**config.mk**
```make
export PLATFORM = sky130hd
export DESIGN_NAME = plr_div
export DESIGN_NICKNAME = d
export VERILOG_FILES = /design/src/design/plr_pkg.sv /design/src/design/plr_div.sv
export VERILOG_INCLUDE_DIRS = /design/src /design/src/design
export SDC_FILE = /design/constraint.sdc
export NUM_CORES = 1
export LEC_CHECK = 0
export BUFFER_PORTS_ARGS = -buffer_cell sky130_fd_sc_hd__buf_2
export CORE_UTILIZATION = 56
export DETAILED_ROUTE_END_ITERATION = 7
export PLACE_DENSITY_LB_ADDON = 0.12
export SLEW_MARGIN = 20
export SYNTH_ARGS = -nofsm -noshare
export SYNTH_HDL_FRONTEND = slang
export SYNTH_SLANG_ARGS = --single-unit
```
**constraint.sdc**
```tcl
create_clock -name clock -period 3.3 [get_ports clock]
set_clock_uncertainty 0.2 [all_clocks]
set_input_delay 0 -clock clock [delete_from_list [all_inputs] [get_ports clock]]
set_output_delay 0 -clock clock [all_outputs]
set_load 0.03 [all_outputs]
```
**src/design/piecewise_linear_resampler_unit_defines.svh**
```systemverilog
// Assertion macros shared by the resampler RTL.
// No dependencies; included by the modules that carry assertions.
`ifndef PIECEWISE_LINEAR_RESAMPLER_UNIT_DEFINES_SVH
`define PIECEWISE_LINEAR_RESAMPLER_UNIT_DEFINES_SVH

// same-cycle implication
`define PLR_ASSERT_IMPLY(lbl, clk, rst, ante, cons, msg) \
   lbl: assert property (@(posedge clk) disable iff (rst) (ante) |-> (cons)) \
      else $error(msg);

// next-cycle implication
`define PLR_ASSERT_NEXT(lbl, clk, rst, ante, cons, msg) \
   lbl: assert property (@(posedge clk) disable iff (rst) (ante) |=> (cons)) \
      else $error(msg);

`endif

```
**src/design/plr_pkg.sv**
```systemverilog
// Types and constants of the piecewise linear resampler.
// No dependencies; used by the interfaces, the divider and the resampler top.
package plr_pkg;

   localparam int DATA_W = 32;

   typedef logic [1:0] cmd_type;

   localparam cmd_type CMD_CLEAR  = 2'd0;
   localparam cmd_type CMD_APPEND = 2'd1;
   localparam cmd_type CMD_QUERY  = 2'd2;

   typedef struct packed {
      logic signed [DATA_W-1:0] x;
      logic signed [DATA_W-1:0] y;
   } point_type;

   localparam int POINT_W = $bits(point_type);

endpackage

```
**src/design/plr_div.sv**
```systemverilog
// Restoring divider, one quotient bit per cycle, for a quotient known to fit DATA_W bits.
// Depends on plr_pkg and the assertion macro header.
module plr_div (
   input  logic                         clock,
   input  logic                         reset,
   input  logic                         start,
   input  logic [2*plr_pkg::DATA_W-1:0] dividend,
   input  logic [plr_pkg::DATA_W-1:0]   divisor,
   output logic                         done,
   output logic [plr_pkg::DATA_W-1:0]   quotient
);
   import plr_pkg::*;

   `include "piecewise_linear_resampler_unit_defines.svh"

   localparam int STEP_W = $clog2(DATA_W + 1);

   logic [DATA_W-1:0] rem_ff, rem_in;
   logic [DATA_W-1:0] lo_ff, lo_in;
   logic [DATA_W-1:0] div_ff, div_in;
   logic [STEP_W-1:0] step_ff, step_in;
   logic              busy_ff, busy_in;
   logic              done_ff, done_in;
   logic [DATA_W:0]   trial;
   logic              fits;

   always_comb begin
      rem_in  = rem_ff;
      lo_in   = lo_ff;
      div_in  = div_ff;
      step_in = step_ff;
      busy_in = busy_ff;
      done_in = 1'b0;
      trial   = {rem_ff, lo_ff[DATA_W-1]};
      fits    = trial >= {1'b0, div_ff};
      if (start) begin
         rem_in  = dividend[2*DATA_W-1:DATA_W];
         lo_in   = dividend[DATA_W-1:0];
         div_in  = divisor;
         step_in = STEP_W'(DATA_W);
         busy_in = 1'b1;
      end else if (busy_ff) begin
         rem_in  = fits ? DATA_W'(trial - {1'b0, div_ff}) : trial[DATA_W-1:0];
         lo_in   = {lo_ff[DATA_W-2:0], fits};
         step_in = step_ff - STEP_W'(1);
         if (step_ff == STEP_W'(1)) begin
            busy_in = 1'b0;
            done_in = 1'b1;
         end
      end
   end

   always_ff @(posedge clock) begin
      rem_ff <= rem_in;
      lo_ff  <= lo_in;
      div_ff <= div_in;
      if (reset) begin
         step_ff <= '0;
         busy_ff <= 1'b0;
         done_ff <= 1'b0;
      end else begin
         step_ff <= step_in;
         busy_ff <= busy_in;
         done_ff <= done_in;
      end
   end

   assign done     = done_ff;
   assign quotient = lo_ff;

   `PLR_ASSERT_IMPLY(a_start_idle, clock, reset, start, !busy_ff, "divider restarted while busy")
   `PLR_ASSERT_IMPLY(a_rem_bound, clock, reset, busy_ff, rem_ff < div_ff, "remainder not below divisor")
   `PLR_ASSERT_NEXT(a_done_pulse, clock, reset, done_ff, !done_ff, "done held longer than one cycle")

endmodule

```
Word level (Yosys, flattened, before mapping)
Cells that the tools add are included.
{"block": "totals", "out_inout_bits": 33, "input_bits": 99, "ff_bits": 104, "elab_cells": 26}
{"block": "classes", "n_eq_ne": 1, "n_addsub": 2, "n_lt_le_gt_ge": 1, "n_mux": 11, "bitwise_logic": 1, "n_reduce_logical": 3}
{"operator": "$mux 32", "n": 5}
{"operator": "$ge 33x32->1", "n": 1}
{"operator": "$sub 32x32->32", "n": 1}
{"operator": "$mux 6", "n": 2}
{"operator": "$eq 6x1->1 const B", "n": 1}
{"operator": "$sub 6x1->6 const B", "n": 1}
{"operator": "$mux 1", "n": 4}
{"operator": "$reduce_or 3->1", "n": 1}
{"operator": "$reduce_bool 2->1", "n": 1}
{"operator": "$reduce_or 2->1", "n": 1}
{"operator": "$not 1->1", "n": 1}

Longest topological paths before layout
{"block": "depth", "depth_word": 4, "depth_mapped": 14, "ltp_nobuf": 12}

Least setup slack after synthesis
OpenSTA, ideal clock, no wires.
{"block": "synth_path", "path_type": "register to register", "startpoint": "reg lo_ff[31], in the netlist quotient[31]", "endpoint": "reg rem_ff[22] (data pin)", "path_buffers": 0, "stages_incl_launch_ff": 13, "setup_time_ns": 0.150, "required_time_ns": 2.950, "synth_period_minus_slack_ns": 3.139, "setup_slack_ns": 0.161, "arrival_time_ns": 2.788, "cell_sequence": "edfxtp_1 inv_1 ha_1 inv_1 fa_1 a211oi_1 o21ai_0 o211ai_1 a21oi_1 o21ai_1 nor2_1 or4_4 o211ai_2"}
{"block": "synth_between", "elab_chain_len": 4, "elab_cells_between_ends": 5, "cone_classes": "1 x add/sub; 1 x order compare; 3 x mux"}
{"item": "start, declared", "line_no": "plr_div.sv:19", "text": "logic [DATA_W-1:0] lo_ff, lo_in;"}
{"item": "start signal, assigned", "line_no": "plr_div.sv:55", "text": "lo_ff <= lo_in;"}
{"item": "$sub 32x32->32 / $ge 33x32->1 (equally long branches)", "line_no": "plr_div.sv:43, plr_div.sv:35"}
{"item": "$mux 32 *", "line_no": "plr_div.sv:43", "text": "rem_in = fits ? DATA_W'(trial - {1'b0, div_ff}) : trial[DATA_W-1:0];"}
{"item": "$mux 32 *", "line_no": "plr_div.sv:42", "text": "end else if (busy_ff) begin"}
{"item": "$mux 32 *", "line_no": "plr_div.sv:36", "text": "if (start) begin"}
{"item": "via rem_in[22]", "line_no": "plr_div.sv:18", "text": "logic [DATA_W-1:0] rem_ff, rem_in;"}
{"item": "end signal, assigned", "line_no": "plr_div.sv:54", "text": "rem_ff <= rem_in;"}
{"item": "end, declared", "line_no": "plr_div.sv:18"}
Mark *: on every way through the listed nets, which the timed path passes. The rest lies on a longest branch. The select of a mux whose other input is x is not followed.
A chain may end at the register's enable or synchronous reset.

Final worst setup path
Same ends and word-level chain as after synthesis.

==> metrics.md <==
| Metric | Value |
|---|---|
| Mapped Cells | around 600 |
| Post-DP Area | 7100 um^2 |
| Root buf cell | clkbuf_16 |
| WL final | approximately 16000 um |
| Initial antenna violation count | 0 |
| Post-synth top flop | edfxtp_1 |
| Status | finished clean |
| GRT Residual Overflow | 0 |
| TNS Setup | 0 ns |
| Core ar. | about 11000 um^2 |
| Die height | 108 um |
| Inserted Diodes | 0 |
| DR WL/cell | approximately 17 um |
| Setup CP Type | flip-flop to flip-flop |
| Startpoint types | flip-flop |
| Yosys top cell area share | a little under half |
| Slowest stage cell on the critical path | or4_4 |
| Share of cells above drive strength 1 | roughly a quarter |
| First-pass GRT wire length | ~25000 um |
| IO Count | 132 |
| Min Hold Slack | 0.144 ns |
| Die area | between 10000 and 15000 um^2 |
| # port buffers | around 130 |
| Worst Hold Class | input pin to flip-flop |
| Finish-stage setup viols | 0 |
| Data arrival time of the critical path | between 3 and 4 ns |
| Cell breakdown of the critical path | inv_1 -> ha_1 -> inv_1 -> fa_1 -> a211oi_2 -> o21ai_0 -> o211ai_1 -> a21oi_1 -> o21ai_2 -> nor2_1 -> or4_4 -> o211ai_2 |
| Syn. warnings | 0 |
| H-Tree Depth | 3 |
| Nets@finish | ~940 |
| Max IR drop VDD | ~440 uV |
| Leakage | roughly 3.6 nW |
| Rows | 38 |
| Synth Register Bits | approximately 100 |
| Rel. slew slack | between 40 and 50% |
| Sequential fraction of the synthesis area | between 40% and 50% |
| Cell taking the most area after synthesis | edfxtp_1 |
| Worst Max-Slew Pin Slew | roughly 0.76 ns |
| Most frequent cell after synthesis | edfxtp_1 |
| Clock slew at reported path FFs | 0.08 ns |
| Drt drc | 0 |
| Postcts setup bufs | 0 |
| F_max | 0.315 GHz |
| First drt pass iteration count | 5 |
| Post-DRT Antenna Nets | 0 |
| Fin crit share | slightly below 100% |
| Number of max-cap violations | 0 |
| Gr usage total | between 20% and 30% |
| Starting Density | between 50 and 60% |
| Cts bufs inserted | 9 |
| CTS tree | built |
| Pwr dens | around 620 nW/um^2 |
| Synth cell types | between 60 and 70 |
| Worst setup EP type | flip-flop |
| Clock Path Buffers | 2 |
| Clock latency on the worst-skew pair | 0.36 ns |
| Clock period minus worst slack | 3.17 ns |
| Fin. Hold Viols | 0 |
| Synth area leaders | edfxtp_1 (45%), ha_1 (6.7%), mux2_2 (6.0%) |
| Setup ws final | 0.128 ns |
| Mapped Area | around 6300 um^2 |
| Syn Nets | 717 |
| Synthesized area per cell | roughly 11 um^2 |
| Gpl congestion | between 0.8 and 0.9 |
| CTS Sinks | roughly 100 |
| Hpwl dp | 10000 um |
| Post-synth top cells | edfxtp_1 (96), nand2_1 (57), inv_1 (43) |
| Fin area | between 8000 and 9000 um^2 |
| Area Overhead vs Synth | 32.4% |
| FILL cells | about 750 |
| Vias/cell | ~5.6 |
| Die width | ~110 um |
| Via count | 5289 |
| Largest net degree at the start of global routing | 48 |
| Max-slew violations | 0 |
| Worst path required time | between 3 and 4 ns |
| Worst stage delay on the critical path | 0.51 ns |
| Vias in the first global route | 5406 |
| Asr flop ratio synth | 0% |
| Most common cell on crit path | inv_1 |
| EDFF count, synth | between 90 and 100 |
| Overall Power | about 0.0052 W |
| Pre-CTS WS | around 0.11 ns |
| Critical path fanouts, max | 5 |
| Starting DRT DRC Count | 222 |
[metrics by stage]
stage,util (%),cells
detailed placement,65.0,832
global route,76.9,946
global placement,65.0,832
finish,76.9,946
floorplan,-,583
CTS,76.7,946
[final timing paths]
path	startpoint	to	slack, ns	cells after the start
worst max register to register	quotient[31]	rem_ff[22]	0.13	12
worst min register to register	step_ff[1]	step_ff[1]	0.31	2
worst min-delay path	divisor[3]	div_ff[3]	0.14	2
worst max-delay path	quotient[31]	rem_ff[22]	0.13	12
[final cells by class]
type / instances / area (um^2) / share of cell area (%)
clock buffer: 10 / 250 / 2.98
clock inverter: 6 / 47.5 / 0.566
inverter: 43 / 161 / 1.92
multi-input combinational: 405 / 3000 / 35.7
sequential: 104 / 3040 / 36.2
tap: 140 / 175 / 2.08
timing repair buffer: 238 / 1730 / 20.6
[metal layers]
| metal | share of wire [%] | vias up | global-route usage, % |
|---|---|---|---|
| met3 | 5.3 | 17 | 6.75 |
| met1 | 44 | 2497 | 33.7 |
| met2 | 50 | 171 | 49.3 |
| met4 | 1.4 | 0 | 7.14 |
| li1 | - | 2604 | - |
| met5 | 0 | - | 0 |
[logic make-up (layout without fill, tap and decap cells)]
| group | Yosys count | after routing | share of synthesized area [%] |
|---|---|---|---|
| XOR/XNOR | 31 | 31 | 4.28 |
| multiplexers | 40 | 40 | 6.98 |
| AND/OR/NAND/NOR | 156 | 156 | 12.2 |
| adder cells (fa/ha/maj) | 35 | 35 | 7.02 |
| AO/OA/AOI/OAI | 143 | 143 | 16.6 |
| buffers and inverters | 74 | 297 | 5.03 |
| flip-flops | 104 | 104 | 47.9 |
[cell usage in the layout, fill, tap and decap left out, drive strengths merged, types with 6 or more instances in the layout]
| cell | n |
|---|---|
| buf | 140 |
| a31oi | 9 |
| o21ai | 21 |
| clkbuf | 10 |
| nand3b | 14 |
| nand3 | 10 |
| o211ai | 12 |
| nand2 | 57 |
| xor2 | 16 |
| nor3 | 9 |
| edfxtp | 96 |
| xnor2 | 15 |
| nor2 | 34 |
| mux2i | 6 |
| o311ai | 13 |
| a221o | 6 |
| a21oi | 30 |
| dlygate4sd3 | 98 |
| dfxtp | 8 |
| ha | 34 |
| mux2 | 34 |
| o21a | 6 |
| a21o | 15 |
| inv | 47 |
| nor2b | 7 |
[power breakdown]
part / internal [W] / switching (W)
Combinational: 0.000991 / 0.00129
Clock: 0.000569 / 0.000517
Sequential: 0.00172 / 0.000119
[state kept, by name (all words and copies together) (netlist names)]
| register | flops |
|---|---|
| busy_ff | 1 |
| div_ff | 32 |
| done | 1 |
| quotient | 32 |
| rem_ff | 32 |
| step_ff | 6 |
[repair_timing]
action,in CTS,in global routing
gates resized for setup,0,9
hold buffers,98,0
endpoints found under the setup margin,0,12
endpoints found under the hold margin,112,0
[critical path: cells and delay by family, from the launching register on]
family	cells	cell delay, ns
AO/OA/AOI/OAI	6	1.09
adder cells (fa/ha/maj)	2	0.59
buffers and inverters	2	0.14
flip-flops	1	0.40
AND/OR/NAND/NOR	2	0.59
(Power assumes the default switching activity.)
